--- src/sv/fpss_pkg.sv ---
`default_nettype none
// ----------------------------------------------------------------------------
// fpss_pkg
// Shared constants and types for the five-point cross smoothing filter.
// ----------------------------------------------------------------------------
package fpss_pkg;

    localparam int PIX_W       = 16;
    localparam int SUM_W       = PIX_W + 3;
    localparam int CFG_DATA_W  = 11;
    localparam int CFG_ADDR_W  = 2;
    localparam int MAX_HEIGHT  = 1024;
    localparam int MIN_DIM     = 3;
    localparam int DIM_RESET   = 1024;
    localparam int MEAN_TAPS   = 5;

    localparam logic [CFG_ADDR_W-1:0] CFG_FRAME_WIDTH  = 2'd0;
    localparam logic [CFG_ADDR_W-1:0] CFG_FRAME_HEIGHT = 2'd1;
    localparam logic [CFG_ADDR_W-1:0] CFG_BORDER_ZERO  = 2'd2;

    typedef struct packed {
        logic take;
        logic flushing;
        logic has_out;
        logic border;
        logic eof;
        logic last_col;
    } t_scan_info;

    typedef struct packed {
        logic             border;
        logic [PIX_W-1:0] border_val;
        logic             eof;
        logic [PIX_W-1:0] centre;
        logic [PIX_W-1:0] up;
        logic [PIX_W-1:0] left;
        logic [PIX_W-1:0] right;
        logic [PIX_W-1:0] pix;
    } t_cross;

endpackage
`default_nettype wire

--- src/sv/fpss_scan_ctrl.sv ---
`default_nettype none
// ----------------------------------------------------------------------------
// fpss_scan_ctrl
// Column and row counters, geometry clamp, border and flush-phase decode.
// ----------------------------------------------------------------------------
module fpss_scan_ctrl import fpss_pkg::*; #(
    parameter int MAX_WIDTH = 1024,
    localparam int CW       = $clog2(MAX_WIDTH)
) (
    input  logic                  i_clk,
    input  logic                  i_rst_n,
    input  logic [CFG_DATA_W-1:0] i_frame_width,
    input  logic [CFG_DATA_W-1:0] i_frame_height,
    input  logic                  i_flush,
    input  logic                  i_accept,
    output t_scan_info            o_scan,
    output logic [CW-1:0]         o_col,
    output logic [CW-1:0]         o_next_col
);

    localparam int LW = (CW + 1 > CFG_DATA_W) ? CW + 1 : CFG_DATA_W;

    logic [CW-1:0]         r_col;
    logic [CW-1:0]         n_col;
    logic [CFG_DATA_W-1:0] r_row;
    logic [CFG_DATA_W-1:0] n_row;
    logic [LW-1:0]         fw_ext;
    logic [LW-1:0]         w_use;
    logic [CFG_DATA_W-1:0] h_use;
    logic [CFG_DATA_W-1:0] out_row;
    logic                  last_col;
    logic                  flushing;

    always_comb begin
        fw_ext = LW'(i_frame_width);
        if (fw_ext < LW'(MIN_DIM)) begin
            w_use = LW'(MIN_DIM);
        end else if (fw_ext > LW'(MAX_WIDTH)) begin
            w_use = LW'(MAX_WIDTH);
        end else begin
            w_use = fw_ext;
        end

        if (i_frame_height < CFG_DATA_W'(MIN_DIM)) begin
            h_use = CFG_DATA_W'(MIN_DIM);
        end else if (i_frame_height > CFG_DATA_W'(MAX_HEIGHT)) begin
            h_use = CFG_DATA_W'(MAX_HEIGHT);
        end else begin
            h_use = i_frame_height;
        end

        last_col = LW'(r_col) >= (w_use - LW'(1));
        flushing = r_row >= h_use;
        out_row  = flushing ? (h_use - CFG_DATA_W'(1)) : (r_row - CFG_DATA_W'(1));

        o_scan.take     = i_flush == flushing;
        o_scan.flushing = flushing;
        o_scan.has_out  = flushing || (r_row != '0);
        o_scan.border   = (out_row == '0) || (out_row >= (h_use - CFG_DATA_W'(1)))
                          || (r_col == '0) || last_col;
        o_scan.eof      = flushing && last_col;
        o_scan.last_col = last_col;

        n_col = last_col ? '0 : (r_col + CW'(1));
        n_row = !last_col ? r_row : (flushing ? '0 : (r_row + CFG_DATA_W'(1)));
    end

    always_ff @(posedge i_clk) begin
        if (!i_rst_n) begin
            r_col <= '0;
            r_row <= '0;
        end else if (i_accept && o_scan.take) begin
            r_col <= n_col;
            r_row <= n_row;
        end
    end

    assign o_col      = r_col;
    assign o_next_col = n_col;

endmodule
`default_nettype wire

--- config.mk ---
export PLATFORM = sky130hd
export DESIGN_NAME = fpss_scan_ctrl
export DESIGN_NICKNAME = d
export VERILOG_FILES = /design/src/sv/fpss_pkg.sv /design/src/sv/fpss_scan_ctrl.sv
export SDC_FILE = /design/constraint.sdc
export NUM_CORES = 1
export LEC_CHECK = 0
export ABC_CLOCK_PERIOD_IN_PS = 10050
export BUFFER_PORTS_ARGS = -buffer_cell sky130_fd_sc_hd__buf_2
export CAP_MARGIN = 20
export CORE_MARGIN = 3
export CORE_UTILIZATION = 44
export DETAILED_ROUTE_END_ITERATION = 12
export GPL_TIMING_DRIVEN = 0
export PLACE_DENSITY = 0.64
export SLEW_MARGIN = 40
export SYNTH_ARGS = -nofsm -noshare
export SYNTH_HDL_FRONTEND = slang
export SYNTH_SLANG_ARGS = --single-unit
--- constraint.sdc ---
create_clock -name i_clk -period 10.05 [get_ports i_clk]
set_input_delay 3.015 -clock i_clk [delete_from_list [all_inputs] [get_ports i_clk]]
set_output_delay 3.015 -clock i_clk [all_outputs]
set_load 0.01 [all_outputs]
# [Yosys cells after proc, flatten, opt, wreduce, memory -nomap -nowiden]
# Index checks and enable logic that the tools add are counted.
[op_classes] n_mux=7 eq_ne=1 reduce_logical=10 order_cmp=7 addsub=5
[op_table] operator="$mux 11" n=6
[op_table] operator="$sub 11x1->11 const B" n=3
[op_table] operator="$ge 11x11->1" n=2
[op_table] operator="$gt 11x11->1 const B" n=2
[op_table] operator="$lt 11x2->1 const B" n=2
[op_table] operator="$add 11x1->11 const B" n=1
[op_table] operator="$ge 10x11->1" n=1
[op_table] operator="$logic_not 11->1" n=1
[op_table] operator="$reduce_bool 11->1" n=1
[op_table] operator="$add 10x1->10 const B" n=1
[op_table] operator="$logic_not 10->1" n=1
[op_table] operator="$mux 10" n=1
[op_table] operator="$logic_or 1x1->1" n=4
[op_table] operator="$logic_and 1x1->1" n=2
[op_table] operator="$reduce_and 2->1" n=1
[op_table] operator="$eq 1x1->1" n=1
[word_totals] in_bits=26 regBits=21

# [Longest topological paths before layout]
[logic_depth] ltp_word=9 depth_mapped=20 mapped_depth_nobuf=19

# [Worst setup path before layout]
# OpenSTA, ideal clock, no wires.
[synth_timing] path_type="input-to-output" startpoint="in i_frame_height[3]" endpoint="out o_scan[2] (netlist name)" required_ps=7035 t_arrival_ps=6855 n_path_buf=1 path_stages=18 setup_slack_ps=180 path_cell_list="nor4_1 and3_1 o21ai_0 ha_1 nand4_1 o31ai_1 nor3_1 o21ai_2 clkbuf_1 mux2i_1 ha_1 nor2b_1 o21a_1 o21ai_0 a21oi_1 o21ai_0 a21oi_1 or4_1"
[synth_lines] element="from (decl)" line_no="fpss_scan_ctrl.sv:13" rtl="input logic [CFG_DATA_W-1:0] i_frame_height,"
[synth_lines] element="to (decl)" line_no="fpss_scan_ctrl.sv:16" rtl="output t_scan_info o_scan,"

==> results.sh <==
export IMPL_synth_nets=456
export IMPL_clock_fmax_ghz=0.101
export IMPL_cp_start_kind="input pin"
export IMPL_cts_tree="yes"
export IMPL_core_um2=6100
export IMPL_synth_edf_count=0
export IMPL_fin_tns_setup_ps=0
export IMPL_via_count=3184
export IMPL_setup_ws_ps=181
export IMPL_fin_area_um2=3410
export IMPL_hp_class="reg2reg"
export IMPL_num_nets_final=521
export IMPL_htreeDepth=1
export IMPL_synthesis_instances=392
export IMPL_grt_remaining_overflow=0
export IMPL_power_internal_w=0.000142
export IMPL_max_slew_margin_rel_pct=67.1
export IMPL_gp_congestion=0.830
export IMPL_grt_max_degree=15
export IMPL_cts_path_max_buffers=2
export IMPL_cpPeakStageDelay_ps=500
export IMPL_dpl_instance_area_um2=3200
export IMPL_cts_buffers=3
export IMPL_end_kind="primary output"
export IMPL_setup_viol=0
export IMPL_grt_pass1_wl_um=14000
export IMPL_finClkSkew_ps=5.10
export IMPL_p_clk_share_pct=26.2
export IMPL_dieArea_um2=7500
export IMPL_clk_latency_ps=260
export IMPL_post_route_drc_count=0
export IMPL_p_sw_share_pct=35.3
export IMPL_vias_per_cell=6.00
export IMPL_preCtsSetupSlack_ps=-748
export IMPL_syn2layout_area_growth_pct=19.2
export IMPL_layout_commonest_cell="buf_2"
export IMPL_antenna_found_initial=0
export IMPL_worst_ep_required_time_ps=7040
export IMPL_status="finished clean"
export IMPL_io_buffers=49
export IMPL_root_buffer="clkbuf_8"
export IMPL_switchingPower_w=0.0000773
export IMPL_hold_ws_ps=565
export IMPL_synth_seq_area_share_pct=14.7
export IMPL_pin_count=52
export IMPL_netlist_area_um2=2860
export IMPL_ys_types=54
export IMPL_power_w=0.000219
export IMPL_cts_sinks=21
export IMPL_yosys_warnings=0
export IMPL_min_period_over_period_pct=98.2
export IMPL_crit_arrival_ps=6850
export IMPL_crit_chain="buf_2, nor4_4, and3_4, o21ai_1, ha_1, nand4_1, o31ai_2, nor3_1, o21ai_2, clkbuf_8, mux2i_1, ha_1, nor2b_1, o21a_1, o21ai_1, a21oi_1, o21ai_1, a21oi_1, or4_1, buf_2"
export IMPL_drtIter0Drc=119
export IMPL_cp_max_fo=5
export IMPL_wl_um=8460
export IMPL_grt_usage_pct=22.3
export IMPL_pwr_share_comb_pct=35.1
export IMPL_hold_violations=0
export IMPL_insertedDiodeCount=0
export IMPL_drt_pass1_iter_count=4
export IMPL_drv_cap=0
export IMPL_worstSetupPathType="in2out"
export IMPL_synthArstFlopShare_pct=0
export IMPL_slew_violations=0
export IMPL_routedWlPerCell_um=15.9
export IMPL_syn_area_per_cell_um2=7.30
export IMPL_grt_pass1_vias=2968
export IMPL_ys_ff_latch=21
export IMPL_period_minus_slack_ps=9870
export IMPL_vdd_drop_max_v=0.0000567
export IMPL_die_h_um=86.6
export IMPL_worst_slew_pin_slew_ps=489
export IMPL_cts_clk_slew_worst_paths_ps=80
export IMPL_placementRows=28
export IMPL_power_density_nw_per_um2=64.2
export IMPL_die_x_um=86.6
export IMPL_crit_slowest_cell="or4_1"
export IMPL_antenna_left=0
export IMPL_final_cell_mix="buf_2, nand2_1, ha_1, nor2_1, a21oi_1"
export IMPL_seqPwrFrac_pct=38.7
export IMPL_crit_top_cell="o21ai_1"
export IMPL_p_leak_nw=1.47
export IMPL_start_util_pct=46.9
export IMPL_synthFlopType="dfxtp_1"
export IMPL_hpwl_um=6420
export IMPL_drive_above_1_share_pct=21.7
[per-stage QoR]
stage / instances / util, %
detailed placement: 516 / 52.5
finish: 531 / 55.9
floorplan: 392 / -
global route: 531 / 55.9
global placement: 516 / 52.5
CTS: 523 / 54.3
[power groups by stage]
stage,clock [W],combinational [W],sequential [W]
4_1_cts,0.0000589,0.0000721,0.0000847
6_report,0.0000574,0.0000769,0.0000847
5_1_grt,0.0000623,0.0000862,0.0000849
3_3_place_gp,0,0.0000691,0.0000866
3_5_place_dp,0,0.0000698,0.0000866
2_1_floorplan,0,0.0000463,0.0000866
[metal layers]
layer,vias up,global-route usage [%],part of all wire (%)
met5,-,0,0
met4,0,3.82,0.60
met3,6,1.14,3.8
met2,82,36.2,47
met1,1488,32.8,49
li1,1608,-,-
[cell type report]
type,instances,area (µm²)
Fill cell,611,2690
Timing Repair Buffer,61,335
Clock buffer,3,41.3
Multi-Input combinational cell,339,2370
Clock inverter,1,5.00
Inverter,14,52.6
Buffer,17,87.6
Sequential cell,21,420
Tap cell,75,93.8
[cells by family (layout without fill, tap and decap cells)]
logic type | Yosys count | after routing | share of synthesized area, %
flops | 21 | 21 | 14.7
buf+inv | 32 | 96 | 4.64
mux | 7 | 7 | 2.49
compound gates | 100 | 100 | 23.1
fa+ha+maj | 38 | 38 | 16.6
simple gates | 175 | 175 | 32.4
xor+xnor | 19 | 19 | 6.08
[repair_timing]
action                     4_1_cts  5_1_grt
pin swaps                        2       10
cloned                           0        0
setup endpoints to repair       11       11
setup buffers                    4        8
hold buffers                     0        0
gates resized for setup          8       15
[flip-flops by register name, summed over array words and instances (netlist names)]
signal	cells
r_row	11
o_col	10
[critical path, delay by kind of cell]
kind	cells	cell delay [ps]
AO/OA/AOI/OAI	8	1200
AND/OR/NAND/NOR	6	1370
buffers and inverters	3	470
multiplexers	1	180
adder cells (fa/ha/maj)	2	580
[worst paths after layout]
kind                             endpoint  cells after the start  slack [ps]              start
worst max-delay path            o_scan[2]                     20         180  i_frame_height[5]
worst min-delay path             o_col[8]                      2         560           o_col[8]
worst max register to register   o_col[0]                     11        7110           r_row[2]
worst min register to register   o_col[8]                      2         560           o_col[8]
[synthesized netlist by cell type, types with 3 or more instances]
| cell type | count | area share, % |
|---|---|---|
| nor2_1 | 36 | 4.7 |
| a211oi_1 | 5 | 1.3 |
| nor3_1 | 13 | 2.3 |
| o31ai_1 | 8 | 2.1 |
| nand4_1 | 15 | 3.3 |
| a21oi_1 | 29 | 5.1 |
| buf_2 | 4 | 0.70 |
| nor4_1 | 9 | 2.0 |
| clkbuf_1 | 12 | 1.6 |
| xnor2_1 | 11 | 3.4 |
| nand3_1 | 14 | 2.4 |
| inv_1 | 11 | 1.4 |
| o211ai_1 | 5 | 1.3 |
| nor2b_1 | 3 | 0.66 |
| and3_1 | 7 | 1.5 |
| mux2i_1 | 6 | 2.1 |
| dfxtp_1 | 21 | 15 |
| ha_1 | 38 | 17 |
| xor2_1 | 7 | 2.1 |
| and2_1 | 7 | 1.5 |
| or4_1 | 10 | 2.6 |
| a31oi_1 | 4 | 0.87 |
| o21a_1 | 7 | 1.8 |
| o31a_1 | 3 | 0.92 |
| nand2_1 | 40 | 5.2 |
| or3_1 | 9 | 2.0 |
| o21ai_0 | 22 | 3.8 |
Power figures use the tool's default switching activity.
