**src/sv/fpss_pkg.sv**
```systemverilog
`default_nettype none
// ----------------------------------------------------------------------------
// fpss_pkg
// Shared constants and types for the five-point cross smoothing filter.
// ----------------------------------------------------------------------------
package fpss_pkg;

    localparam int PIX_W       = 16;
    localparam int SUM_W       = PIX_W + 3;
    localparam int CFG_DATA_W  = 11;
    localparam int CFG_ADDR_W  = 2;
    localparam int MAX_HEIGHT  = 1024;
    localparam int MIN_DIM     = 3;
    localparam int DIM_RESET   = 1024;
    localparam int MEAN_TAPS   = 5;

    localparam logic [CFG_ADDR_W-1:0] CFG_FRAME_WIDTH  = 2'd0;
    localparam logic [CFG_ADDR_W-1:0] CFG_FRAME_HEIGHT = 2'd1;
    localparam logic [CFG_ADDR_W-1:0] CFG_BORDER_ZERO  = 2'd2;

    typedef struct packed {
        logic take;
        logic flushing;
        logic has_out;
        logic border;
        logic eof;
        logic last_col;
    } t_scan_info;

    typedef struct packed {
        logic             border;
        logic [PIX_W-1:0] border_val;
        logic             eof;
        logic [PIX_W-1:0] centre;
        logic [PIX_W-1:0] up;
        logic [PIX_W-1:0] left;
        logic [PIX_W-1:0] right;
        logic [PIX_W-1:0] pix;
    } t_cross;

endpackage
`default_nettype wire

```
**src/sv/fpss_ifs.sv**
```systemverilog
`default_nettype none


interface fpss_res_if import fpss_pkg::*; ();
    logic             valid;
    logic             ready;
    logic [PIX_W-1:0] smoothed_value;
    logic             end_of_frame;

    modport source (output valid, output smoothed_value, output end_of_frame, input ready);
    modport sink   (input valid, input smoothed_value, input end_of_frame, output ready);
endinterface

`default_nettype wire

```
**src/sv/fpss_mean5.sv**
```systemverilog
`default_nettype none
// ----------------------------------------------------------------------------
// fpss_mean5
// Five-tap sum, divide by five (reciprocal multiply plus one correction),
// border select and output register. Three stages, each with its own valid.
// ----------------------------------------------------------------------------
module fpss_mean5 import fpss_pkg::*; (
    input  logic              i_clk,
    input  logic              i_rst_n,
    input  logic              i_valid,
    output logic              o_ready,
    input  t_cross            i_cross,
    fpss_res_if.source        o_res
);

    localparam int PW = 2 * SUM_W;
    localparam logic [SUM_W-1:0] RECIP = SUM_W'((2 ** SUM_W) / MEAN_TAPS);

    logic             r_s2_valid;
    logic [SUM_W-1:0] r_s2_sum;
    logic             r_s2_border;
    logic [PIX_W-1:0] r_s2_bval;
    logic             r_s2_eof;

    logic             r_s3_valid;
    logic [SUM_W-1:0] r_s3_sum;
    logic [SUM_W-1:0] r_s3_q0;
    logic             r_s3_border;
    logic [PIX_W-1:0] r_s3_bval;
    logic             r_s3_eof;

    logic             r_out_valid;
    logic [PIX_W-1:0] r_out_value;
    logic             r_out_eof;

    logic             s2_adv;
    logic             s3_adv;
    logic             out_adv;
    logic [SUM_W-1:0] n_sum;
    logic [PW-1:0]    prod;
    logic [SUM_W-1:0] five_q;
    logic [SUM_W-1:0] rem;
    logic [SUM_W-1:0] mean;
    logic [PIX_W-1:0] n_value;

    assign out_adv = !r_out_valid || o_res.ready;
    assign s3_adv  = !r_s3_valid || out_adv;
    assign s2_adv  = !r_s2_valid || s3_adv;
    assign o_ready = s2_adv;

    always_comb begin
        n_sum = SUM_W'(i_cross.centre) + SUM_W'(i_cross.up) + SUM_W'(i_cross.left)
              + SUM_W'(i_cross.right) + SUM_W'(i_cross.pix);
        prod   = PW'(r_s2_sum) * PW'(RECIP);
        // q0 is floor(sum/5) or one less
        five_q = (r_s3_q0 << 2) + r_s3_q0;
        rem    = r_s3_sum - five_q;
        mean   = r_s3_q0 + SUM_W'(rem >= SUM_W'(MEAN_TAPS));
        n_value = r_s3_border ? r_s3_bval : mean[PIX_W-1:0];
    end

    always_ff @(posedge i_clk) begin
        if (!i_rst_n) begin
            r_s2_valid  <= 1'b0;
            r_s3_valid  <= 1'b0;
            r_out_valid <= 1'b0;
        end else begin
            if (s2_adv) begin
                r_s2_valid <= i_valid;
            end
            if (s3_adv) begin
                r_s3_valid <= r_s2_valid;
            end
            if (out_adv) begin
                r_out_valid <= r_s3_valid;
            end
        end
    end

    always_ff @(posedge i_clk) begin
        if (s2_adv) begin
            r_s2_sum    <= n_sum;
            r_s2_border <= i_cross.border;
            r_s2_bval   <= i_cross.border_val;
            r_s2_eof    <= i_cross.eof;
        end
        if (s3_adv) begin
            r_s3_sum    <= r_s2_sum;
            r_s3_q0     <= prod[PW-1:SUM_W];
            r_s3_border <= r_s2_border;
            r_s3_bval   <= r_s2_bval;
            r_s3_eof    <= r_s2_eof;
        end
        if (out_adv) begin
            r_out_value <= n_value;
            r_out_eof   <= r_s3_eof;
        end
    end

    assign o_res.valid          = r_out_valid;
    assign o_res.smoothed_value = r_out_value;
    assign o_res.end_of_frame   = r_out_eof;

endmodule
`default_nettype wire

```
**src/flat_wrapper.sv**
```systemverilog
// flat-port wrapper written by rule: the top's interface ports become plain ports
module fpss_mean5_flat import fpss_pkg::*;
  (i_clk, i_rst_n, i_valid, o_ready, i_cross, o_res_valid, o_res_smoothed_value, o_res_end_of_frame, o_res_ready);
  fpss_res_if o_res_i ();
  input  logic i_clk;
  input  logic i_rst_n;
  input  logic i_valid;
  output logic o_ready;
  input  t_cross i_cross;
  output wire logic [$bits(o_res_i.valid)-1:0] o_res_valid;
  output wire logic [$bits(o_res_i.smoothed_value)-1:0] o_res_smoothed_value;
  output wire logic [$bits(o_res_i.end_of_frame)-1:0] o_res_end_of_frame;
  input wire logic [$bits(o_res_i.ready)-1:0] o_res_ready;
  assign o_res_valid = o_res_i.valid;
  assign o_res_smoothed_value = o_res_i.smoothed_value;
  assign o_res_end_of_frame = o_res_i.end_of_frame;
  assign o_res_i.ready = o_res_ready;
  fpss_mean5 u_core (.i_clk(i_clk), .i_rst_n(i_rst_n), .i_valid(i_valid), .o_ready(o_ready), .i_cross(i_cross), .o_res(o_res_i));
endmodule
```
**config.mk**
```make
export PLATFORM = sky130hd
export DESIGN_NAME = fpss_mean5_flat
export DESIGN_NICKNAME = d
export VERILOG_FILES = /design/src/sv/fpss_pkg.sv /design/src/sv/fpss_ifs.sv /design/src/sv/fpss_mean5.sv /design/src/flat_wrapper.sv
export SDC_FILE = /design/constraint.sdc
export NUM_CORES = 1
export LEC_CHECK = 0
export BUFFER_PORTS_ARGS = -buffer_cell sky130_fd_sc_hd__buf_2
export CAP_MARGIN = 20
export CORE_MARGIN = 2
export CORE_UTILIZATION = 55
export CTS_CLUSTER_SIZE = 30
export DETAILED_ROUTE_END_ITERATION = 8
export GPL_ROUTABILITY_DRIVEN = 0
export PLACE_DENSITY = 0.75
export SLEW_MARGIN = 20
export SYNTH_ARGS = -nofsm -noshare
export SYNTH_HDL_FRONTEND = slang
export SYNTH_SLANG_ARGS = --single-unit
```
**constraint.sdc**
```tcl
create_clock -name i_clk -period 13.93 [get_ports i_clk]
set_input_delay 1.393 -clock i_clk [delete_from_list [all_inputs] [get_ports i_clk]]
set_output_delay 1.393 -clock i_clk [all_outputs]
set_load 0.01 [all_outputs]
```
# ---- Yosys cells after proc, flatten, opt, wreduce, memory -nomap -nowiden
# Index checks and enable logic that the tools add are counted.
dict set report op_classes {
  add_sub_neg 7
  n_mul 1
  n_lt_le_gt_ge 1
  mux 1
  reduce_logical 6
}
# operator n
set op_table {}
lappend op_table {{$add A19 B16 Y19} 3}
lappend op_table {{$mul A19 B17 Y36 const B} 1}
lappend op_table {{$add A19 B17 Y19} 1}
lappend op_table {{$ge A19 B3 Y1 const B} 1}
lappend op_table {{$sub A19 B19 Y19} 1}
lappend op_table {{$add A16 B16 Y17} 1}
lappend op_table {{$add A16 B1 Y16} 1}
lappend op_table {{$mux W16} 1}
lappend op_table {{$logic_not A1 Y1} 3}
lappend op_table {{$logic_or A1 B1 Y1} 3}
dict set report totals {
  register_bits 111
  inputBits 102
  out_inout_bits 19
  wordCells 30
}

# ---- Depth between registers and ports, before layout
# Gate-level depths: netlist of run 1.
dict set report logic_depth {
  word_depth 5
  mapped_depth 21
  depth_no_buf 21
}

# ---- Worst setup path before layout of run 1
# No wires, ideal clock.
dict set report synth_path {
  path_kind {input -> register}
  startpoint {in i_cross[48] in the netlist's numbering}
  endpoint {reg u_core.r_s2_sum[16], data pin}
  setup_time_ps 259
  t_arrival_ps 5597
  required_ps 13671
  path_slack_ps 8074
  path_stages 21
  path_buffers 0
  path_cell_list {ha_1 inv_1 fa_1 nor2b_1 o21ai_0 a21boi_0 o21a_1 a21bo_2 a21oi_1 xor2_1 fa_1 inv_1 fa_1 ha_1 a21o_1 a21oi_1 nor2b_1 a2111oi_0 o21ai_0 a31oi_1 xnor2_1}
}
dict set report synth_between {
  elab_chain_cells 4
}
# element line
set synth_rtl {}
lappend synth_rtl {{from (decl)} flat_wrapper.sv:9} ;# input t_cross i_cross;
lappend synth_rtl {{$add A16 B16 Y17} fpss_mean5.sv:52} ;# n_sum = SUM_W'(i_cross.centre) + SUM_W'(i_cross.up) + SUM_W'(i_cross.left)
lappend synth_rtl {{$add A19 B16 Y19} fpss_mean5.sv:52}
lappend synth_rtl {{$add A19 B16 Y19 (2 in series)} fpss_mean5.sv:53} ;# + SUM_W'(i_cross.right) + SUM_W'(i_cross.pix);
lappend synth_rtl {{named net u_core.n_sum[16]} fpss_mean5.sv:39} ;# logic [SUM_W-1:0] n_sum;
lappend synth_rtl {{to (signal assigned)} fpss_mean5.sv:82} ;# r_s2_sum <= n_sum;
lappend synth_rtl {{to (decl)} fpss_mean5.sv:20} ;# logic [SUM_W-1:0] r_s2_sum;
# The timed path passes the listed nets, and every way through them passes these cells.
# A chain may end at the register's enable or synchronous reset.

# ---- Worst setup path in the final report of run 1
dict set report layout_path {
  startpoint {reg u_core.r_s2_sum[6]}
  endpoint {reg u_core.r_s3_q0[16], data pin}
}
dict set report layout_between {
  elab_chain_cells 1
}
# element line
set layout_rtl {}
lappend layout_rtl {{$mul A19 B17 Y36} fpss_mean5.sv:54} ;# prod = PW'(r_s2_sum) * PW'(RECIP);
lappend layout_rtl {{named net u_core.prod[35]} fpss_mean5.sv:40} ;# logic [PW-1:0] prod;
lappend layout_rtl {{to (signal assigned)} fpss_mean5.sv:89} ;# r_s3_q0 <= prod[PW-1:SUM_W];
lappend layout_rtl {{to (decl)} fpss_mean5.sv:27} ;# logic [SUM_W-1:0] r_s3_q0;
# The timed path passes the listed nets, and every way through them passes these cells.

==> impl_metrics.toml, run 1 <==
[status]
run_status = "completed"

[synth]
synthTopCellsByArea = "edfxtp_1, fa_1, ha_1"
postSynthCellCount = 1205
yosys_warnings = 0
syn_area_sq_um = 12700
post_synth_num_cell_types = 63
syn-num-nets = 1654
synth_largest_type_area_fraction_pct = 25.6
postSynthRegisterBits = 111
synth_ff_type = "edfxtp_1"
synth_area_per_cell_sq_um = 10.5
synth.yosys.seq_area_share_pct = 26.1
synthDominantAreaCellType = "edfxtp_1"
ys_async_sr_fraction_pct = 0
synth_edf_count = 108

[floorplanning]
floorplan.rows = 55
start_util_pct = 56.0
die_width_um = 156
die_area_sq_um = 24300
ioPinCount = 121
fp.coreArea_sq_um = 22600
die_height_um = 156

[placed_design]
place.detailed.instances = 1607
detailed_placement_hpwl_mm = 21.8
io_buffer_count = 120

[clock_network]
clk_root_buffer_cell = "clkbuf_16"
clk_pin_slew_ns = 0.09
tritoncts_clock_tree = "done"
cts_setup_buffers = 0
cts.sink_count = 111
cts_buffers = 9
cts_max_level = 3
cts_repair_resizes = 0
holdBufCountCts = 0
clk_latency_ns = 0.37
clockBufferDepth = 2

[worst_hold_path]
timing.hold.worst_path_depth = 0
min-delay-path-class = "flip-flop to flip-flop"
hold_end = "u_core.r_s3_bval[6]"
worstHoldStart = "u_core.r_s2_bval[6]"

[sta]
setup_viol = 0
max_slew.worst_pin.slew_ns = 0.892
timing.final.crit_share_pct = 44.8
period_minus_ws_final_ns = 6.25
report.final.hold_viol_count = 0
fmaxAchievable_ghz = 0.160
setup_tns_ns = 0
timing.clock.skew_ns = 0.0122
grt_setup_unrepaired = "no"
slew-limit-headroom_pct = 40.5
timing_max_transition_violations_final = 0

[global_routing]
antenna_found_initial = 0
grt_first_pass_wirelength_mm = 42.6
via_count_of_the_first_global_routing_pass = 9033
grt_max_degree = 52
grt.overflow.total = 0
track_usage_pct = 22.4

[route]
finalWirelength_mm = 25.5
drt-initial-drc-count = 457
drc_errors = 0
first_pass_iteration_count_of_the_detailed_router = 5
antenna_violating_nets_post_route = 0
post_drt_via_cell_ratio = 5.32
avgRoutedWirePerCell_um = 15.7
vias = 8632

[run]
cap_viol_max_count = 0

[critical_path]
critical_path.max_stage_delay_ns = 0.54
critPathTopFamily = "adder cells"
ff2ff_path_depth = 20
cp_most_frequent_cell = "inv_1"
crit_path_max_fanout = 5
critPathBufInv = 6
setup.worst_path.start_class = "flip-flop"
cp_cell_sequence = "ha_1 > inv_1 > fa_1 > inv_1 > fa_1 > inv_1 > fa_1 > inv_1 > fa_1 > inv_1 > fa_1 > inv_1 > ha_1 > nand2_1 > or2_2 > o22ai_1 > a2111oi_2 > nor3b_1 > a221oi_1 > xnor2_1"
r2r_setup_slack_ns = 7.68
worst_ep_required_time_ns = 14.05
critical_path.slowest_cell = "fa_1"
ff_to_ff_end = "u_core.r_s3_q0[16]"
path_class = "flip-flop to flip-flop"
r2r-start = "u_core.r_s2_sum[6]"
worst_setup_path_end_kind = "flip-flop"
cp_data_arrival_time_ns = 6.37

[finish]
nets = 1782
fin_cells = 1623
number_of_diodes_added_for_antenna_fixing = 0
multiInputGateArea_sq_um = 8170
p_r_area_growth_vs_syn_pct = 9.98
drive_above_1_share_pct = 12.0
seq_area_sq_um = 3300
final.fill_count = 1806
layout make-up:
class | count | area share (%)
Timing Repair Buffer | 122 | 4.42
Tap cell | 285 | 2.56
Clock buffer | 9 | 1.62
Inverter | 313 | 8.43
Clock inverter | 7 | 0.673
Multi-Input combinational cell | 776 | 58.6
Sequential cell | 111 | 23.7
flip-flops by register name, summed over array words and instances (netlist names), 16 cells and up:
| name | flops |
|---|---|
| u_core.r_s3_q0 | 17 |
| u_core.r_s3_sum | 19 |
| u_core.r_s2_sum | 19 |
| u_core.r_s3_bval | 16 |
| u_core.r_s2_bval | 16 |
| u_core.o_res.smoothed_value | 16 |
layer usage:
layer / vias up / routed length (um) / GRT usage, %
li1: 4237 / - / -
met1: 4117 / 10800 / 28.2
met2: 236 / 12700 / 39.9
met3: 42 / 1310 / 3.31
met4: 0 / 665 / 6.82
met5: - / 0 / 0
metrics by stage:
| step | worst slack, ns | util, % | instance area, sq um | hold WS [ns] |
|---|---|---|---|---|
| after floorplan | 8.07 | - | 12700 | 0.400 |
| after global placement | 7.47 | 60.2 | 13600 | 0.402 |
| after detailed placement | 7.38 | 60.2 | 13600 | 0.405 |
| after CTS | 7.70 | 61.6 | 13900 | 0.424 |
| after global routing | 7.28 | 61.6 | 13900 | 0.429 |
| final | 7.68 | 61.6 | 13900 | 0.424 |
synth_stat cells, types with 3 or more instances:
| library cell | count |
|---|---|
| a2111oi_0 | 4 |
| a211oi_1 | 5 |
| a21boi_0 | 7 |
| a21o_1 | 20 |
| a21oi_1 | 41 |
| a221oi_1 | 3 |
| a311oi_1 | 3 |
| a31oi_1 | 6 |
| and2_1 | 5 |
| and3_1 | 7 |
| clkbuf_1 | 3 |
| dfxtp_1 | 3 |
| edfxtp_1 | 108 |
| fa_1 | 150 |
| ha_1 | 197 |
| inv_1 | 312 |
| nand2_1 | 47 |
| nand2b_1 | 5 |
| nand3_1 | 19 |
| nand4_1 | 8 |
| nor2_1 | 42 |
| nor2b_1 | 9 |
| nor3_1 | 16 |
| nor3b_1 | 4 |
| o2111ai_1 | 3 |
| o211ai_1 | 5 |
| o21a_1 | 12 |
| o21ai_0 | 41 |
| o21bai_1 | 8 |
| o31ai_1 | 3 |
| o41ai_1 | 3 |
| or3_1 | 4 |
| xnor2_1 | 48 |
| xor2_1 | 16 |
placed cells by master (no fill, tap or decap), drive strengths merged, types with 9 or more instances in the layout:
cell / count
inv: 317
ha: 197
fa: 150
buf: 122
edfxtp: 108
xnor2: 48
nand2: 47
nor2: 42
a21oi: 41
o21ai: 41
a21o: 21
nand3: 19
nor3: 17
xor2: 16
o21a: 12
nor2b: 9
clkbuf: 9
cell families after synthesis:
group	after synthesis	synth area share, %
compound gates	181	9.51
xor+xnor	64	4.42
fa+ha+maj	347	43.1
buf+inv	318	9.54
flops	111	26.1
mux	2	0.168
simple gates	182	7.17
worst reg2reg max path: cells and delay by family (launching register included):
family,cells,cell delay (ns)
compound gates,3,0.77
xor+xnor,1,0.16
fa+ha+maj,7,3.32
buf+inv,6,0.33
flops,1,0.51
simple gates,3,0.90
worst max path at each step:
stage | start | to | depth (start not counted)
finish | u_core.r_s2_sum[6] | u_core.r_s3_q0[16] | 20
global route | u_core.r_s2_sum[6] | u_core.r_s3_q0[16] | 20
CTS | u_core.r_s2_sum[6] | u_core.r_s3_q0[16] | 20
detailed placement | i_cross[48] | u_core.r_s2_sum[16] | 22
global placement | i_cross[48] | u_core.r_s2_sum[16] | 22
floorplan | i_cross[48] | u_core.r_s2_sum[16] | 21
Power of run 1 is left out: the tool's default activity adds up to more than one toggle a clock period on the data nets, which glitch-free logic cannot reach.
==> run 2, diff against run 1 <==
==> constraint.sdc (replaced) <==
create_clock -name i_clk -period 6.1 [get_ports i_clk]
set_input_delay 0.61 -clock i_clk [delete_from_list [all_inputs] [get_ports i_clk]]
set_output_delay 0.61 -clock i_clk [all_outputs]
set_load 0.01 [all_outputs]
==> run 2 against run 1 <==
Effect of this change:
- fmax increased by 6.5%
- final cell count grew 0.62%
- first-iteration DRC count grew 5.3%
- clock skew increased by 0.0017 ns
- largest cell class unchanged
==> impl_metrics.toml, run 2 (synthesized netlist as in run 1, its figures left out) <==
[global_routing]
antenna_found_initial = 0
grt_max_degree = 54
grt.overflow.total = 0
via_count_of_the_first_global_routing_pass = 9142
track_usage_pct = 23.2
grt_first_pass_wirelength_mm = 43.6

[critical_path]
path_class = "flip-flop to flip-flop"
setup.worst_path.start_class = "flip-flop"
crit_path_max_fanout = 5
cp_data_arrival_time_ns = 5.99
worst_ep_required_time_ns = 6.23
worst_setup_path_end_kind = "flip-flop"

[finish]
reg.largest.list = "u_core.r_s2_sum (19), u_core.r_s3_sum (19), u_core.r_s3_q0 (17)"
fin_cells = 1633
drive_above_1_share_pct = 12.8
nets = 1792
p_r_area_growth_vs_syn_pct = 10.7
number_of_diodes_added_for_antenna_fixing = 0
layout_commonest_cell = "inv_1"
mostFrequentLayoutCells = "inv_1, ha_1, fa_1"
postLayoutCoreUtil_pct = 62.0
final.fill_count = 1835

[floorplanning]
floorplan.rows = 55
die_height_um = 156
die_area_sq_um = 24300
die_width_um = 156
ioPinCount = 121
fp.coreArea_sq_um = 22600
start_util_pct = 56.0

[sta]
timing_max_transition_violations_final = 0
setup_viol = 0
setup_tns_ns = 0
timing.clock.skew_ns = 0.0138
timing.final.crit_share_pct = 96.1
slew-limit-headroom_pct = 43.6
report.final.hold_viol_count = 0
grt_setup_unrepaired = "no"
fmaxAchievable_ghz = 0.171
max_slew.worst_pin.slew_ns = 0.846
period_minus_ws_final_ns = 5.86

[status]
run_status = "completed"

[clock_network]
clk_pin_slew_ns = 0.09
clockBufferDepth = 2
clk_root_buffer_cell = "clkbuf_16"
clk_latency_ns = 0.37
tritoncts_clock_tree = "done"
cts.sink_count = 111
cts_buffers = 9
holdBufCountCts = 0
cts_max_level = 3

[run]
cap_viol_max_count = 0

[route]
post_drt_via_cell_ratio = 5.40
antenna_violating_nets_post_route = 0
first_pass_iteration_count_of_the_detailed_router = 8
vias = 8819
drc_errors = 0
finalWirelength_mm = 27.1
avgRoutedWirePerCell_um = 16.6
drt-initial-drc-count = 481

[placed_design]
place.detailed.instances = 1614
detailed_placement_hpwl_mm = 23.0
io_buffer_count = 120

[worst_hold_path]
min-delay-path-class = "input port to flip-flop"
[run 2: cell types whose count changed in the layout (fill, tap and decap cells not counted), sizes merged]
cell / previous run / this run
clkinvlp: 0 / 1
buf: 122 / 132
inv: 317 / 316
[run 2: metrics by stage]
step / area [sq um] / hold slack [ns] / setup WS [ns]
CTS: 14000 / 0.395 / 0.105
finish: 14000 / 0.407 / 0.238
global placement: 13700 / 0.401 / 0.184
detailed placement: 13700 / 0.405 / 0.124
global route: 14000 / 0.394 / 0.0197
floorplan: 12700 / 0.400 / 0.493
[run 2: worst max-delay path, cell delays in order, from the launching register on]
cell and delay [ns]:
edfxtp_1 0.50, ha_1 0.36, inv_1 0.09, fa_1 0.55, inv_1 0.06, fa_1 0.52
inv_1 0.05, fa_1 0.53, inv_1 0.06, fa_1 0.53, inv_1 0.05, fa_1 0.52
inv_1 0.04, ha_1 0.30, nand2_1 0.12, nor2_1 0.09, o2111ai_1 0.16, o211ai_1 0.22
a311oi_1 0.42, o21bai_1 0.17, a21oi_1 0.20, xnor2_1 0.08
[run 2: path summary, 6_finish.rpt]
| kind | endpoint | from | slack (ns) | cells after the start |
|---|---|---|---|---|
| setup / recovery | u_core.r_s3_q0[7] | u_core.r_s2_sum[6] | 0.24 | 21 |
| hold / removal | u_core.r_s2_bval[13] | i_cross[94] | 0.41 | 1 |
| setup reg to reg | u_core.r_s3_q0[7] | u_core.r_s2_sum[6] | 0.24 | 21 |
| hold reg to reg | u_core.r_s3_bval[12] | u_core.r_s2_bval[12] | 0.41 | 0 |
[run 2: area by class of cell]
class / instances / area (sq um) / share of cell area (%)
multi-input combinational: 776 / 8190 / 58.4
tap: 285 / 357 / 2.54
clock inverter: 7 / 85.1 / 0.606
clock buffer: 9 / 225 / 1.61
timing repair buffer: 132 / 691 / 4.92
inverter: 313 / 1170 / 8.37
sequential: 111 / 3300 / 23.5
[run 2: what timing repair did]
item                                    CTS  global route
endpoints found under the setup margin    0             4
resized for setup                         0             4
buffers inserted                          0             3
[run 2: layer usage]
| metal | track usage, % | part of all wire, % |
|---|---|---|
| met5 | 0 | 0 |
| met1 | 28.2 | 41 |
| met3 | 4.83 | 6.2 |
| met4 | 9.00 | 3.7 |
| met2 | 40.5 | 49 |
Power of run 2 is left out for the same reason.
==> run 3, diff against run 2 <==
--- a/config.mk
+++ b/config.mk
@@ -5,14 +5,14 @@
 export SDC_FILE = /design/constraint.sdc
 export NUM_CORES = 1
 export LEC_CHECK = 0
-export BUFFER_PORTS_ARGS = -buffer_cell sky130_fd_sc_hd__buf_2
 export CAP_MARGIN = 20
 export CORE_MARGIN = 2
 export CORE_UTILIZATION = 55
 export CTS_CLUSTER_SIZE = 30
 export DETAILED_ROUTE_END_ITERATION = 8
+export DONT_BUFFER_PORTS = 1
 export GPL_ROUTABILITY_DRIVEN = 0
-export PLACE_DENSITY = 0.75
+export PLACE_DENSITY = 0.7
 export SLEW_MARGIN = 20
 export SYNTH_ARGS = -nofsm -noshare
 export SYNTH_HDL_FRONTEND = slang
==> run 3 against run 2 <==
Effect of this change:
- hold slack worse by 0.070 ns
- first-iteration DRC count is 18% lower
- flip-flop and latch count stayed put
- final cell count is 7.4% lower
- critical path type unchanged
- critical endpoint is now u_core.r_s3_q0[15]
==> impl_metrics.toml, run 3 (synthesized netlist as in run 1, its figures left out) <==
[status]
run_status = "completed"

[sta]
slew-limit-headroom_pct = 45.4
fmaxAchievable_ghz = 0.172
setup_tns_ns = 0
timing.clock.skew_ns = 0.0186
report.final.hold_viol_count = 0
timing_max_transition_violations_final = 0
max_slew.worst_pin.slew_ns = 0.819
period_minus_ws_final_ns = 5.81
grt_setup_unrepaired = "yes"
timing.final.crit_share_pct = 95.2
timing.final.ws_setup_ns = 0.292
setup_viol = 0

[route]
post_drt_via_cell_ratio = 5.47
drt-initial-drc-count = 393
vias = 8268
drc_errors = 0
finalWirelength_mm = 26.0
avgRoutedWirePerCell_um = 17.2
first_pass_iteration_count_of_the_detailed_router = 7
antenna_violating_nets_post_route = 0

[floorplanning]
fp.coreArea_sq_um = 22600
start_util_pct = 56.0
die_area_sq_um = 24300
ioPinCount = 121
floorplan.rows = 55
die_width_um = 156
die_height_um = 156

[worst_hold_path]
min-delay-path-class = "input port to flip-flop"
worstHoldStart = "i_cross[82]"

[clock_network]
holdBufCountCts = 0
cts.sink_count = 111
cts_buffers = 9
cts_max_level = 3
clk_root_buffer_cell = "clkbuf_16"
clk_latency_ns = 0.37
tritoncts_clock_tree = "done"
clk_pin_slew_ns = 0.08
clockBufferDepth = 2

[critical_path]
path_class = "flip-flop to flip-flop"
worst_ep_required_time_ns = 6.21
r2r-start = "u_core.r_s2_sum[6]"
worst_setup_path_end_kind = "flip-flop"
crit_start = "u_core.r_s2_sum[6]"
cp_data_arrival_time_ns = 5.92
setup.worst_path.start_class = "flip-flop"
r2r_setup_slack_ns = 0.29
crit_path_max_fanout = 5

[global_routing]
via_count_of_the_first_global_routing_pass = 8587
grt.overflow.total = 0
antenna_found_initial = 0
grt_first_pass_wirelength_mm = 42.6
grt_max_degree = 53
track_usage_pct = 22.8

[finish]
mostFrequentLayoutCells = "inv_1, ha_1, fa_1"
reg.largest.list = "u_core.r_s2_sum (19), u_core.r_s3_sum (19), u_core.r_s3_q0 (17)"
number_of_diodes_added_for_antenna_fixing = 0
p_r_area_growth_vs_syn_pct = 6.25
nets = 1671
drive_above_1_share_pct = 4.40
layout_commonest_cell = "inv_1"
postLayoutCoreUtil_pct = 59.5

[placed_design]
io_buffer_count = 0
place_ws_ns = 0.0619
detailed_placement_hpwl_mm = 22.3

[run]
cap_viol_max_count = 0
==> run 3: cell types whose count changed in the layout (fill, tap and decap cells not counted) <==
cell / before / now
o22ai_1: 2 / 1
clkinv_4: 1 / 0
inv_6: 1 / 2
a21boi_1: 1 / 0
clkinv_8: 2 / 3
buf_16: 0 / 1
buf_2: 120 / 0
a311oi_1: 3 / 2
o22ai_2: 1 / 2
buf_4: 12 / 10
clkinvlp_4: 1 / 0
a311oi_2: 0 / 1
a21boi_2: 0 / 1
==> run 3: path summary, 6_finish.rpt <==
kind | endpoint | cells after the start
max reg2reg | u_core.r_s3_q0[15] | 20
min | u_core.r_s2_bval[1] | 0
min reg2reg | u_core.r_s3_bval[3] | 0
max | u_core.r_s3_q0[15] | 20
==> run 3: critical path: stages, from the launching register on <==
cell	delay, ns
edfxtp_1	0.47
ha_1	0.35
inv_1	0.10
fa_1	0.54
inv_1	0.05
fa_1	0.53
inv_1	0.05
fa_1	0.53
inv_1	0.06
fa_1	0.54
inv_1	0.06
fa_1	0.53
inv_1	0.04
ha_1	0.29
nand2_1	0.10
or2_2	0.32
o22ai_2	0.21
a2111oi_4	0.12
nor3b_2	0.36
a21oi_1	0.15
xnor2_1	0.15
==> run 3: per-layer routing <==
metal  part of all wire [%]  track usage, %  wire (um)
met5                      0               0          0
met4                    2.6            6.99        685
met3                    6.1            4.42       1580
met2                     49            39.7      12700
met1                     43            29.0      11100
==> run 3: per-stage QoR <==
stage | hold WS [ns] | cell area [sq um] | cells
finish | 0.337 | 13500 | 1512
global route | 0.321 | 13500 | 1512
CTS | 0.329 | 13400 | 1509
detailed placement | 0.405 | 13100 | 1493
global placement | 0.403 | 13100 | 1493
floorplan | 0.400 | 12700 | 1205
==> run 3: what timing repair did <==
item | CTS | global route
setup endpoints to repair | 0 | 5
buffers inserted | 0 | 2
resized for setup | 0 | 7
endpoints found under the hold margin | 0 | 0
==> run 3: cell type report <==
| class | count | area [sq um] |
|---|---|---|
| fillers | 1853 | 9170 |
| multi-input cells | 776 | 8210 |
| flip-flops and latches | 111 | 3300 |
| inverters | 313 | 1170 |
| well taps | 285 | 357 |
| clock buffers | 9 | 225 |
| repair buffers | 11 | 103 |
| clock inverters | 7 | 93.8 |
Power of run 3 is left out for the same reason.
